$ cat src/design/assert_macros.svh
// ----------------------------------------------------------------------------
// assert_macros.svh
// Assertion helpers used by the sleep level selector RTL.
// ----------------------------------------------------------------------------
`ifndef ASSERT_MACROS_SVH
`define ASSERT_MACROS_SVH

`ifndef SYNTHESIS

// Check an implication property on every clock edge outside reset
`define SLS_ASSERT(name, clk, rstn, prop, msg) \
    name: assert property (@(posedge clk) disable iff (!(rstn)) prop) else $error(msg);

// Check that a condition never holds outside reset
`define SLS_NEVER(name, clk, rstn, expr, msg) \
    name: assert property (@(posedge clk) disable iff (!(rstn)) !(expr)) else $error(msg);

`else

`define SLS_ASSERT(name, clk, rstn, prop, msg)
`define SLS_NEVER(name, clk, rstn, expr, msg)

`endif

`endif

$ cat src/design/slsel_pkg.sv
// ----------------------------------------------------------------------------
// slsel_pkg
// Shared types and constants of the sleep level selector.
// ----------------------------------------------------------------------------
`timescale 1ns / 1ps

package slsel_pkg;

    localparam int MAX_LEVELS_DEF = 16;
    localparam int MASK_W         = 16;
    localparam int WORD_W         = 32;
    localparam int MODE_W         = 3;
    localparam int SLOT_W         = 4;
    localparam int COUNT_W        = 5;
    localparam int DEEP_W         = 33;
    localparam int BLEND_SHIFT    = 10;
    localparam int IN_DATA_W      = 224;
    localparam int OUT_DATA_W     = 72;
    localparam int CFG_ADDR_W     = 1;

    // Input kinds
    localparam logic [1:0] KIND_WRITE = 2'd0;
    localparam logic [1:0] KIND_QUERY = 2'd1;
    localparam logic [1:0] KIND_DEEP  = 2'd2;

    // Configuration register indexes
    localparam logic [CFG_ADDR_W-1:0] REG_LEVEL_COUNT   = 1'd0;
    localparam logic [CFG_ADDR_W-1:0] REG_COLLAPSE_MODE = 1'd1;

    typedef enum logic [1:0] {
        OP_WRITE,
        OP_QUERY,
        OP_DEEP,
        OP_NONE
    } op_t;

    typedef struct packed {
        op_t               op;
        logic [SLOT_W-1:0] entry_index;
        logic [MODE_W-1:0] entry_mode;
        logic [WORD_W-1:0] entry_latency;
        logic [WORD_W-1:0] entry_ss_power;
        logic [WORD_W-1:0] entry_energy;
        logic [WORD_W-1:0] entry_time_overhead;
        logic [MODE_W-1:0] query_mode;
        logic [WORD_W-1:0] latency_limit;
        logic [WORD_W-1:0] sleep_time;
        logic [MASK_W-1:0] available_mask;
    } item_t;

    typedef struct packed {
        logic [COUNT_W-1:0] level_count;
        logic [MODE_W-1:0]  collapse_mode;
    } cfg_t;

    typedef struct packed {
        logic              found;
        logic [SLOT_W-1:0] best_index;
        logic [WORD_W-1:0] best_power;
        logic [DEEP_W-1:0] deep_latency;
    } result_t;

endpackage

$ cat src/design/slsel_div.sv
// ----------------------------------------------------------------------------
// slsel_div
// Restoring 32-bit unsigned divider, one quotient bit per cycle.
// ----------------------------------------------------------------------------
`timescale 1ns / 1ps

module slsel_div
    import slsel_pkg::*;
(
    input  logic              aclk,
    input  logic              aresetn,
    input  logic              start,
    input  logic [WORD_W-1:0] dividend,
    input  logic [WORD_W-1:0] divisor,
    output logic              done,
    output logic [WORD_W-1:0] quotient
);

    localparam int STEP_W = $clog2(WORD_W);

    logic              busy_reg, busy_next;
    logic              done_reg, done_next;
    logic [STEP_W-1:0] step_reg, step_next;
    logic [WORD_W-1:0] quo_reg, quo_next;
    logic [WORD_W-1:0] rem_reg, rem_next;
    logic [WORD_W-1:0] dvsr_reg, dvsr_next;
    logic [WORD_W:0]   trial;
    logic              fits;

    // Shift in the next dividend bit and try a subtract
    assign trial = {rem_reg, quo_reg[WORD_W-1]};
    assign fits  = trial >= {1'b0, dvsr_reg};

    always_comb begin
        busy_next = busy_reg;
        done_next = 1'b0;
        step_next = step_reg;
        quo_next  = quo_reg;
        rem_next  = rem_reg;
        dvsr_next = dvsr_reg;
        if (start) begin
            busy_next = 1'b1;
            step_next = '0;
            quo_next  = dividend;
            rem_next  = '0;
            dvsr_next = divisor;
        end else if (busy_reg) begin
            rem_next  = fits ? WORD_W'(trial - {1'b0, dvsr_reg}) : trial[WORD_W-1:0];
            quo_next  = {quo_reg[WORD_W-2:0], fits};
            step_next = step_reg + 1'b1;
            if (step_reg == STEP_W'(WORD_W - 1)) begin
                busy_next = 1'b0;
                done_next = 1'b1;
            end
        end
    end

    always_ff @(posedge aclk) begin
        if (!aresetn) begin
            busy_reg <= 1'b0;
            done_reg <= 1'b0;
            step_reg <= '0;
        end else begin
            busy_reg <= busy_next;
            done_reg <= done_next;
            step_reg <= step_next;
        end
        quo_reg  <= quo_next;
        rem_reg  <= rem_next;
        dvsr_reg <= dvsr_next;
    end

    assign done     = done_reg;
    assign quotient = quo_reg;

endmodule

$ cat src/design/slsel_front.sv
// ----------------------------------------------------------------------------
// slsel_front
// Accepts input transfers, decodes the kind and queues items for the back end.
// ----------------------------------------------------------------------------
`timescale 1ns / 1ps

module slsel_front
    import slsel_pkg::*;
(
    input  logic                 aclk,
    input  logic                 aresetn,
    input  logic                 s_axis_tvalid,
    output logic                 s_axis_tready,
    input  logic [IN_DATA_W-1:0] s_axis_tdata,
    input  logic [1:0]           s_axis_tuser,
    output logic                 q_valid,
    input  logic                 q_ready,
    output item_t                q_item
);

    localparam int DEPTH = 2;

    item_t       slot_reg [DEPTH];
    logic        wr_ptr_reg, wr_ptr_next;
    logic        rd_ptr_reg, rd_ptr_next;
    logic [1:0]  fill_reg, fill_next;
    logic        push, pop;
    item_t       dec_item;

    // Decode the kind and unpack the fields
    always_comb begin
        unique case (s_axis_tuser)
            KIND_WRITE: dec_item.op = OP_WRITE;
            KIND_QUERY: dec_item.op = OP_QUERY;
            KIND_DEEP:  dec_item.op = OP_DEEP;
            default:    dec_item.op = OP_NONE;
        endcase
        dec_item.entry_index         = s_axis_tdata[3:0];
        dec_item.entry_mode          = s_axis_tdata[6:4];
        dec_item.entry_latency       = s_axis_tdata[38:7];
        dec_item.entry_ss_power      = s_axis_tdata[70:39];
        dec_item.entry_energy        = s_axis_tdata[102:71];
        dec_item.entry_time_overhead = s_axis_tdata[134:103];
        dec_item.query_mode          = s_axis_tdata[137:135];
        dec_item.latency_limit       = s_axis_tdata[169:138];
        dec_item.sleep_time          = s_axis_tdata[201:170];
        dec_item.available_mask      = s_axis_tdata[217:202];
    end

    assign s_axis_tready = fill_reg != 2'(DEPTH);
    assign push          = s_axis_tvalid && s_axis_tready;
    assign q_valid       = fill_reg != 2'd0;
    assign pop           = q_valid && q_ready;
    assign q_item        = slot_reg[rd_ptr_reg];

    // Advance the queue pointers
    always_comb begin
        wr_ptr_next = push ? ~wr_ptr_reg : wr_ptr_reg;
        rd_ptr_next = pop ? ~rd_ptr_reg : rd_ptr_reg;
        fill_next   = fill_reg + 2'(push) - 2'(pop);
    end

    always_ff @(posedge aclk) begin
        if (!aresetn) begin
            wr_ptr_reg <= 1'b0;
            rd_ptr_reg <= 1'b0;
            fill_reg   <= '0;
        end else begin
            wr_ptr_reg <= wr_ptr_next;
            rd_ptr_reg <= rd_ptr_next;
            fill_reg   <= fill_next;
        end
        if (push) begin
            slot_reg[wr_ptr_reg] <= dec_item;
        end
    end

endmodule

$ cat src/design/slsel_back.sv
// ----------------------------------------------------------------------------
// slsel_back
// Level table and the sequencer that walks it for queries.
// ----------------------------------------------------------------------------
`timescale 1ns / 1ps

module slsel_back
    import slsel_pkg::*;
#(
    parameter int MAX_LEVELS = MAX_LEVELS_DEF
) (
    input  logic    aclk,
    input  logic    aresetn,
    input  cfg_t    cfg,
    input  logic    q_valid,
    output logic    q_ready,
    input  item_t   q_item,
    output logic    res_valid,
    input  logic    res_ready,
    output result_t res
);

    localparam int IDX_W = (MAX_LEVELS > 1) ? $clog2(MAX_LEVELS) : 1;
    localparam int CNT_W = $clog2(MAX_LEVELS + 1);
    localparam int CMP_W = 7;

    typedef enum logic [3:0] {
        S_IDLE,
        S_READ,
        S_EVAL,
        S_MUL,
        S_DIVA0,
        S_DIVA,
        S_DIVE,
        S_CMP,
        S_DONE
    } state_t;

    // Level table
    logic [MODE_W-1:0] mem_mode [MAX_LEVELS];
    logic [WORD_W-1:0] mem_lat  [MAX_LEVELS];
    logic [WORD_W-1:0] mem_ss   [MAX_LEVELS];
    logic [WORD_W-1:0] mem_en   [MAX_LEVELS];
    logic [WORD_W-1:0] mem_to   [MAX_LEVELS];

    state_t            state_reg, state_next;
    item_t             item_reg, item_next;
    logic [CNT_W-1:0]  cnt_reg, cnt_next;
    logic              have_reg, have_next;
    logic [CNT_W-1:0]  best_idx_reg, best_idx_next;
    logic [WORD_W-1:0] best_pwr_reg, best_pwr_next;
    logic [MODE_W-1:0] best_mode_reg, best_mode_next;
    logic [WORD_W-1:0] best_lat_reg, best_lat_next;
    logic [WORD_W-1:0] prod_reg, prod_next;
    logic [WORD_W-1:0] diff_reg, diff_next;
    logic [WORD_W-1:0] pwr_reg, pwr_next;
    logic              res_valid_reg, res_valid_next;
    result_t           res_reg, res_next;

    logic [MODE_W-1:0] rd_mode_reg;
    logic [WORD_W-1:0] rd_lat_reg, rd_ss_reg, rd_en_reg, rd_to_reg;

    logic [CMP_W-1:0]  lc_ext, nmax, n_used, cnt_ext;
    logic              last, avail, mem_we;
    logic              div_start, div_done;
    logic [WORD_W-1:0] div_dividend, div_q;
    logic [MODE_W-1:0] cur_mode;
    logic [WORD_W-1:0] cur_lat;
    logic [MODE_W-1:0] pick_mode;
    logic [WORD_W-1:0] pick_lat;

    slsel_div u_div (
        .aclk     (aclk),
        .aresetn  (aresetn),
        .start    (div_start),
        .dividend (div_dividend),
        .divisor  (item_reg.sleep_time),
        .done     (div_done),
        .quotient (div_q)
    );

    // Levels in use, clamped to the table depth
    assign lc_ext  = CMP_W'(cfg.level_count);
    assign nmax    = CMP_W'(MAX_LEVELS);
    assign n_used  = (lc_ext > nmax) ? nmax : lc_ext;
    assign cnt_ext = CMP_W'(cnt_reg);
    assign last    = (cnt_ext + 1'b1) >= n_used;
    assign avail   = (cnt_ext < CMP_W'(MASK_W)) &&
                     item_reg.available_mask[cnt_ext[3:0]];
    assign mem_we  = (state_reg == S_IDLE) && q_valid && (q_item.op == OP_WRITE) &&
                     (CMP_W'(q_item.entry_index) < nmax);

    // Deep idle tracking: the first level seeds the running best
    always_comb begin
        cur_mode  = (cnt_reg == '0) ? rd_mode_reg : best_mode_reg;
        cur_lat   = (cnt_reg == '0) ? rd_lat_reg : best_lat_reg;
        pick_mode = cur_mode;
        pick_lat  = cur_lat;
        if (avail && rd_mode_reg == cfg.collapse_mode) begin
            if (cur_mode != cfg.collapse_mode) begin
                pick_mode = rd_mode_reg;
                pick_lat  = rd_lat_reg;
            end
            if (rd_lat_reg < pick_lat) begin
                pick_mode = rd_mode_reg;
                pick_lat  = rd_lat_reg;
            end
        end
    end

    // Sequencer
    always_comb begin
        state_next     = state_reg;
        item_next      = item_reg;
        cnt_next       = cnt_reg;
        have_next      = have_reg;
        best_idx_next  = best_idx_reg;
        best_pwr_next  = best_pwr_reg;
        best_mode_next = best_mode_reg;
        best_lat_next  = best_lat_reg;
        prod_next      = prod_reg;
        diff_next      = diff_reg;
        pwr_next       = pwr_reg;
        res_valid_next = res_valid_reg;
        res_next       = res_reg;
        q_ready        = 1'b0;
        div_start      = 1'b0;
        div_dividend   = rd_en_reg;

        // Drop the result once it is taken
        if (res_valid_reg && res_ready) begin
            res_valid_next = 1'b0;
        end

        unique case (state_reg)
            S_IDLE: begin
                q_ready = 1'b1;
                if (q_valid) begin
                    item_next = q_item;
                    cnt_next  = '0;
                    have_next = 1'b0;
                    if ((q_item.op == OP_QUERY || q_item.op == OP_DEEP) &&
                        n_used != '0) begin
                        state_next = S_READ;
                    end else begin
                        state_next = S_DONE;
                    end
                end
            end
            S_READ: begin
                state_next = S_EVAL;
            end
            S_EVAL: begin
                if (item_reg.op == OP_DEEP) begin
                    have_next      = 1'b1;
                    best_mode_next = pick_mode;
                    best_lat_next  = pick_lat;
                    state_next     = last ? S_DONE : S_READ;
                    cnt_next       = last ? cnt_reg : cnt_reg + 1'b1;
                end else if (!avail || rd_mode_reg != item_reg.query_mode ||
                             item_reg.latency_limit < rd_lat_reg) begin
                    state_next = last ? S_DONE : S_READ;
                    cnt_next   = last ? cnt_reg : cnt_reg + 1'b1;
                end else if (item_reg.sleep_time <= WORD_W'(1)) begin
                    pwr_next   = rd_en_reg;
                    state_next = S_CMP;
                end else if (item_reg.sleep_time <= rd_to_reg) begin
                    diff_next  = '0;
                    div_start  = 1'b1;
                    state_next = S_DIVE;
                end else if ((item_reg.sleep_time >> BLEND_SHIFT) > rd_to_reg) begin
                    pwr_next   = rd_ss_reg;
                    state_next = S_CMP;
                end else begin
                    state_next = S_MUL;
                end
            end
            S_MUL: begin
                prod_next  = WORD_W'(rd_to_reg * rd_ss_reg);
                state_next = S_DIVA0;
            end
            S_DIVA0: begin
                div_dividend = prod_reg;
                div_start    = 1'b1;
                state_next   = S_DIVA;
            end
            S_DIVA: begin
                if (div_done) begin
                    diff_next  = rd_ss_reg - div_q;
                    div_start  = 1'b1;
                    state_next = S_DIVE;
                end
            end
            S_DIVE: begin
                if (div_done) begin
                    pwr_next   = diff_reg + div_q;
                    state_next = S_CMP;
                end
            end
            S_CMP: begin
                if (!have_reg || best_pwr_reg >= pwr_reg) begin
                    have_next     = 1'b1;
                    best_idx_next = cnt_reg;
                    best_pwr_next = pwr_reg;
                end
                state_next = last ? S_DONE : S_READ;
                cnt_next   = last ? cnt_reg : cnt_reg + 1'b1;
            end
            S_DONE: begin
                if (!res_valid_reg || res_ready) begin
                    res_valid_next = 1'b1;
                    res_next       = '0;
                    if (have_reg && item_reg.op == OP_QUERY) begin
                        res_next.found      = 1'b1;
                        res_next.best_index = SLOT_W'(best_idx_reg);
                        res_next.best_power = best_pwr_reg;
                    end
                    if (have_reg && item_reg.op == OP_DEEP) begin
                        res_next.deep_latency = {1'b0, best_lat_reg} - DEEP_W'(1);
                    end
                    state_next = S_IDLE;
                end
            end
            default: state_next = S_IDLE;
        endcase
    end

    // State and registered outputs
    always_ff @(posedge aclk) begin
        if (!aresetn) begin
            state_reg     <= S_IDLE;
            res_valid_reg <= 1'b0;
            have_reg      <= 1'b0;
            cnt_reg       <= '0;
        end else begin
            state_reg     <= state_next;
            res_valid_reg <= res_valid_next;
            have_reg      <= have_next;
            cnt_reg       <= cnt_next;
        end
        item_reg      <= item_next;
        best_idx_reg  <= best_idx_next;
        best_pwr_reg  <= best_pwr_next;
        best_mode_reg <= best_mode_next;
        best_lat_reg  <= best_lat_next;
        prod_reg      <= prod_next;
        diff_reg      <= diff_next;
        pwr_reg       <= pwr_next;
        res_reg       <= res_next;
    end

    // Table write and registered read
    always_ff @(posedge aclk) begin
        if (mem_we) begin
            mem_mode[IDX_W'(q_item.entry_index)] <= q_item.entry_mode;
            mem_lat[IDX_W'(q_item.entry_index)]  <= q_item.entry_latency;
            mem_ss[IDX_W'(q_item.entry_index)]   <= q_item.entry_ss_power;
            mem_en[IDX_W'(q_item.entry_index)]   <= q_item.entry_energy;
            mem_to[IDX_W'(q_item.entry_index)]   <= q_item.entry_time_overhead;
        end
        if (state_reg == S_READ) begin
            rd_mode_reg <= mem_mode[cnt_reg[IDX_W-1:0]];
            rd_lat_reg  <= mem_lat[cnt_reg[IDX_W-1:0]];
            rd_ss_reg   <= mem_ss[cnt_reg[IDX_W-1:0]];
            rd_en_reg   <= mem_en[cnt_reg[IDX_W-1:0]];
            rd_to_reg   <= mem_to[cnt_reg[IDX_W-1:0]];
        end
    end

    assign res_valid = res_valid_reg;
    assign res       = res_reg;

endmodule

$ cat src/design/sleep_level_selector.sv
// ----------------------------------------------------------------------------
// sleep_level_selector
// Sleep level table with lowest-power and deep-idle latency queries.
// ----------------------------------------------------------------------------
// Every input transfer gives one result transfer. A query walks the levels in
// use one at a time through a single-port table read; a level whose sleep time
// lies between its overhead and 1024 times it takes one multiply and two divides
// on the shared divider. Items are handled one at a time; a two-entry input
// queue and an output register let both sides stall on their own. Write
// configuration only while the block is idle.
`timescale 1ns / 1ps
`include "assert_macros.svh"

module sleep_level_selector
    import slsel_pkg::*;
#(
    parameter int MAX_LEVELS = MAX_LEVELS_DEF
) (
    input  logic                  aclk,
    input  logic                  aresetn,
    input  logic                  cfg_wr_en,
    input  logic [CFG_ADDR_W-1:0] cfg_addr,
    input  logic [COUNT_W-1:0]    cfg_wdata,
    input  logic                  s_axis_tvalid,
    output logic                  s_axis_tready,
    // entry_index, entry_mode, entry_latency, entry_ss_power, entry_energy,
    // entry_time_overhead, query_mode, latency_limit, sleep_time, available_mask
    input  logic [IN_DATA_W-1:0]  s_axis_tdata,
    // kind
    input  logic [1:0]            s_axis_tuser,
    output logic                  m_axis_tvalid,
    input  logic                  m_axis_tready,
    // found, best_index, best_power, deep_latency
    output logic [OUT_DATA_W-1:0] m_axis_tdata
);

    cfg_t    cfg_reg;
    logic    q_valid, q_ready;
    item_t   q_item;
    result_t res;

    // Configuration writes
    always_ff @(posedge aclk) begin
        if (!aresetn) begin
            cfg_reg <= '0;
        end else if (cfg_wr_en) begin
            unique case (cfg_addr)
                REG_LEVEL_COUNT:   cfg_reg.level_count   <= cfg_wdata;
                REG_COLLAPSE_MODE: cfg_reg.collapse_mode <= cfg_wdata[MODE_W-1:0];
                default:           cfg_reg <= cfg_reg;
            endcase
        end
    end

    slsel_front u_front (
        .aclk          (aclk),
        .aresetn       (aresetn),
        .s_axis_tvalid (s_axis_tvalid),
        .s_axis_tready (s_axis_tready),
        .s_axis_tdata  (s_axis_tdata),
        .s_axis_tuser  (s_axis_tuser),
        .q_valid       (q_valid),
        .q_ready       (q_ready),
        .q_item        (q_item)
    );

    slsel_back #(
        .MAX_LEVELS (MAX_LEVELS)
    ) u_back (
        .aclk      (aclk),
        .aresetn   (aresetn),
        .cfg       (cfg_reg),
        .q_valid   (q_valid),
        .q_ready   (q_ready),
        .q_item    (q_item),
        .res_valid (m_axis_tvalid),
        .res_ready (m_axis_tready),
        .res       (res)
    );

    // Pack the result fields
    assign m_axis_tdata = {2'b00, res.deep_latency, res.best_power,
                           res.best_index, res.found};

    `SLS_ASSERT(a_found_no_deep, aclk, aresetn, (m_axis_tvalid && m_axis_tdata[0]) |-> (m_axis_tdata[69:37] == '0), "query result carries a deep latency")
    `SLS_ASSERT(a_miss_is_zero, aclk, aresetn, (m_axis_tvalid && !m_axis_tdata[0]) |-> (m_axis_tdata[36:1] == '0), "missed query carries index or power")
    `SLS_NEVER(a_pop_empty, aclk, aresetn, q_ready && !q_valid && s_axis_tready == 1'b0, "input stalled while queue is empty")

endmodule

$ cat config.mk
export PLATFORM = sky130hd
export DESIGN_NAME = sleep_level_selector
export DESIGN_NICKNAME = d
export VERILOG_FILES = /design/src/design/slsel_pkg.sv /design/src/design/slsel_div.sv /design/src/design/slsel_front.sv /design/src/design/slsel_back.sv /design/src/design/sleep_level_selector.sv
export VERILOG_INCLUDE_DIRS = /design/src /design/src/design
export SDC_FILE = /design/constraint.sdc
export NUM_CORES = 2
export LEC_CHECK = 0
export BUFFER_PORTS_ARGS = -buffer_cell sky130_fd_sc_hd__buf_4
export CAP_MARGIN = 40
export CORE_MARGIN = 2
export CORE_UTILIZATION = 25
export DETAILED_ROUTE_END_ITERATION = 10
export PLACE_DENSITY = 0.49
export SLEW_MARGIN = 5
export SYNTH_ARGS = -nofsm -noshare
export SYNTH_HDL_FRONTEND = slang
export SYNTH_SLANG_ARGS = --single-unit
$ cat constraint.sdc
create_clock -name aclk -period 16.7 [get_ports aclk]
set_clock_uncertainty 0.1 [all_clocks]
set_input_delay 4.175 -clock aclk [delete_from_list [all_inputs] [get_ports aclk]]
set_output_delay 4.175 -clock aclk [all_outputs]
set_load 0.1 [all_outputs]
==> results.ini <==
[run_status]
status = complete, no violations

[grt]
grtUsageTotal_pct = 13.2
antenna_found_initial = 32
overflow = 0
grt_max_degree = 128
first_global_vias = 76900
grt_pass1_wl_um = 552000

[sta]
max_freq_mhz = 118
final_hold_viol_count = 0
tightest_slew_ns = 1.09
slew_viol_final = 0
rsz0062_at_grt = false
worst_slack_ns = 8.23
slew_headroom_pct = 27.2
tns_ns = 0
setup_viol = 0
finalCriticalPeriod_ns = 8.47
finalCritPeriodShare_pct = 50.7

[worst_setup_path]
cp_max_fo = 27
critPathArrivalTime_ns = 9.02
r2r_end = u_back.prod_reg[31]
r2r_setup_slack_ns = 8.23
reg2reg_from = u_back.rd_ss_reg[7]
crit_path_end_kind = flop
critPathKind = flop to flop
cp-start-kind = flop
cp_slowest_cell = o41ai_1
worstPathRequired_ns = 17.25
reg2regPathDepth = 25
cpMostUsedCell = fa_1
crit_path_max_incr_delay_ns = 0.58

[cts]
cts_root_buf = clkbuf_16
cts_resized = 0
path_clk_slew_ns = 0.06
clock_latency_ns = 0.97
post_cts_buffers = 0
cts.sinks = 3116
clockBufferDepth = 4
cts_tree = yes
ctsHoldBuffers = 0
numCtsBuffers = 345
htreeDepth = 5

[placement]
globalplace.congestion = 0.793
pre_cts_slack_ns = 8.35
hpwlAfterDp_um = 234000
port_buffers = 302
placed_area_um2 = 153000

[die]
rows = 274
core_um2 = 557000
die-area_um2 = 566000
start_util_pct = 25.1
die-width_um = 752
ioPinCount = 311
die_h_um = 752

[route]
drc = 0
routed-via-count = 72200
totalWireLength_um = 384000
firstDrtPassIters = 6
ant_nets = 0
drt-initial-drc-count = 6095
avgViaCountPerCell = 4.46
wire_per_inst_um = 23.7

[yosys]
yosysUniqueCellTypes = 74
ys.flop_type = edfxtp_1
synth_edf_count = 3053
synth_top_cell_by_area = edfxtp_1
netlist_instances = 7957
yosys_warnings = 0
syn_area_um2 = 140000
synth_area_per_cell_um2 = 17.6
postSynthRegisterBits = 3116
ys_seq_area_share_pct = 66.4
async_flop_share_pct = 0
synth_top_area_share_pct = 65.5
synthTopCellsByArea = edfxtp_1 (65%), mux4_2 (11%), fa_1 (5.9%)

[cells_and_area]
fin_util_pct = 29.4
nets = 9485
fin_area_um2 = 164000
drive_above_1_share_pct = 22.1
fill_cells = 55000
area_delta_synth_final_pct = 17.1

[worst_hold_path]
hold_end = u_back.best_pwr_reg[6]
hp-start = u_back.pwr_reg[6]
holdCritPathClass = flop to flop
worstHoldPathCells = 0

[power_and_ir_drop]
power_density_nw_per_um2 = 181
vdd_drop_max_v = 0.000554
p_leak_nw = 54.8

[job]
maxCapViolCount = 0

layout make-up:
class / instances / area, µm² / share of cell area, %
Timing Repair Buffer: 492 / 4690 / 2.86
Clock buffer: 426 / 8990 / 5.48
Antenna cell: 7 / 17.5 / 0.0107
Clock inverter: 208 / 2030 / 1.24
Sequential cell: 3116 / 93000 / 56.7
Inverter: 607 / 2280 / 1.39
Multi-Input combinational cell: 3897 / 43700 / 26.7
Tap cell: 7452 / 9320 / 5.68
power by group:
group	switching [mW]	leakage (nW)	internal (mW)
Clock	3.21	5.34	4.25
Combinational	7.03	21.3	4.88
Sequential	0.256	28.2	10.1
Total	10.5	54.8	19.2
synthesized netlist by cell type (10+ instances only):
library cell,number
edfxtp_1,3053
mux4_2,658
inv_1,607
fa_1,411
nand2_1,399
ha_1,378
and2_1,302
nor2_1,281
clkbuf_1,260
mux2_2,249
a21oi_1,198
xnor2_1,132
o21ai_0,121
mux2i_1,115
a21o_1,87
xor2_1,67
dfxtp_1,63
buf_1,62
nor3_1,52
nand3_1,51
a211oi_1,45
nand2b_1,41
nand4_1,38
nor2b_1,30
nor4_1,24
o21a_1,24
a31oi_1,19
o21bai_1,14
and3_1,13
o211ai_1,13
buf_2,11
or3_1,10
or4_1,10
placed cells by master, fill, tap and decap left out, types with 12 or more instances in the layout:
| master | instances |
|---|---|
| and2_1 | 302 |
| buf_16 | 32 |
| a21o_1 | 87 |
| nor2b_1 | 29 |
| edfxtp_1 | 3053 |
| clkbuf_16 | 347 |
| xor2_1 | 67 |
| buf_12 | 27 |
| mux4_2 | 658 |
| inv_6 | 12 |
| o21ai_0 | 120 |
| o21bai_1 | 14 |
| nor4_1 | 24 |
| o211ai_1 | 13 |
| buf_4 | 427 |
| nor2_4 | 21 |
| clkinv_2 | 56 |
| nand2b_1 | 41 |
| ha_1 | 378 |
| a31oi_1 | 19 |
| nand2_1 | 398 |
| clkbuf_1 | 78 |
| dfxtp_1 | 57 |
| xnor2_1 | 132 |
| nor3_1 | 49 |
| mux2_2 | 249 |
| inv_1 | 606 |
| a21oi_1 | 198 |
| clkinv_1 | 79 |
| and3_1 | 12 |
| nand3_1 | 51 |
| clkinvlp_4 | 12 |
| nand4_1 | 38 |
| fa_1 | 411 |
| mux2i_1 | 115 |
| bufinv_16 | 26 |
| o21a_1 | 24 |
| a211oi_1 | 45 |
| nor2_1 | 260 |
metrics by stage:
step / cells / hold slack [ns] / power, mW
after floorplan: 7958 / 0.303 / 18.9
after global placement: 15500 / 0.343 / 22.5
after detailed placement: 15600 / 0.339 / 22.7
after CTS: 16200 / 0.351 / 30.3
after global routing: 16200 / 0.355 / 31.7
final: 16200 / 0.354 / 29.7
per-layer routing:
metal,wire (µm),GRT usage [%]
met5,138,0
met4,11200,3.69
met3,18300,1.90
met2,188000,22.5
met1,166000,17.5
worst max path at each step:
stage                               from                endpoint  cells after the start
floorplan                  s_axis_tvalid  u_front.slot_reg[0][0]                      2
global placement    u_back.rd_to_reg[11]     u_back.prod_reg[31]                     25
detailed placement   u_back.rd_ss_reg[7]     u_back.prod_reg[31]                     25
CTS                  u_back.rd_ss_reg[7]     u_back.prod_reg[31]                     25
global route         u_back.rd_ss_reg[7]     u_back.prod_reg[30]                     24
finish               u_back.rd_ss_reg[7]     u_back.prod_reg[31]                     25
logic make-up (layout without fill, tap and decap cells):
logic type               after synthesis  count (layout)  share of synthesized area (%)
multiplexers                        1022            1022                           13.4
AND/OR/NAND/NOR                     1285            1285                           4.49
adder cells (fa/ha/maj)              789             789                           9.25
buffers and inverters                945            1733                           2.56
flip-flops                          3116            3116                           66.4
AO/OA/AOI/OAI                        600             600                           2.69
other                                  1               9                        0.00268
XOR/XNOR                             199             199                           1.24
worst max-delay path: cells and delay by family (launching register included):
| kind | cells | cell delay [ns] |
|---|---|---|
| compound gates | 8 | 2.17 |
| xor+xnor | 1 | 0.16 |
| fa+ha+maj | 9 | 4.25 |
| buf+inv | 5 | 0.72 |
| flops | 1 | 0.39 |
| simple gates | 2 | 0.31 |
(Power assumes the default switching activity.)
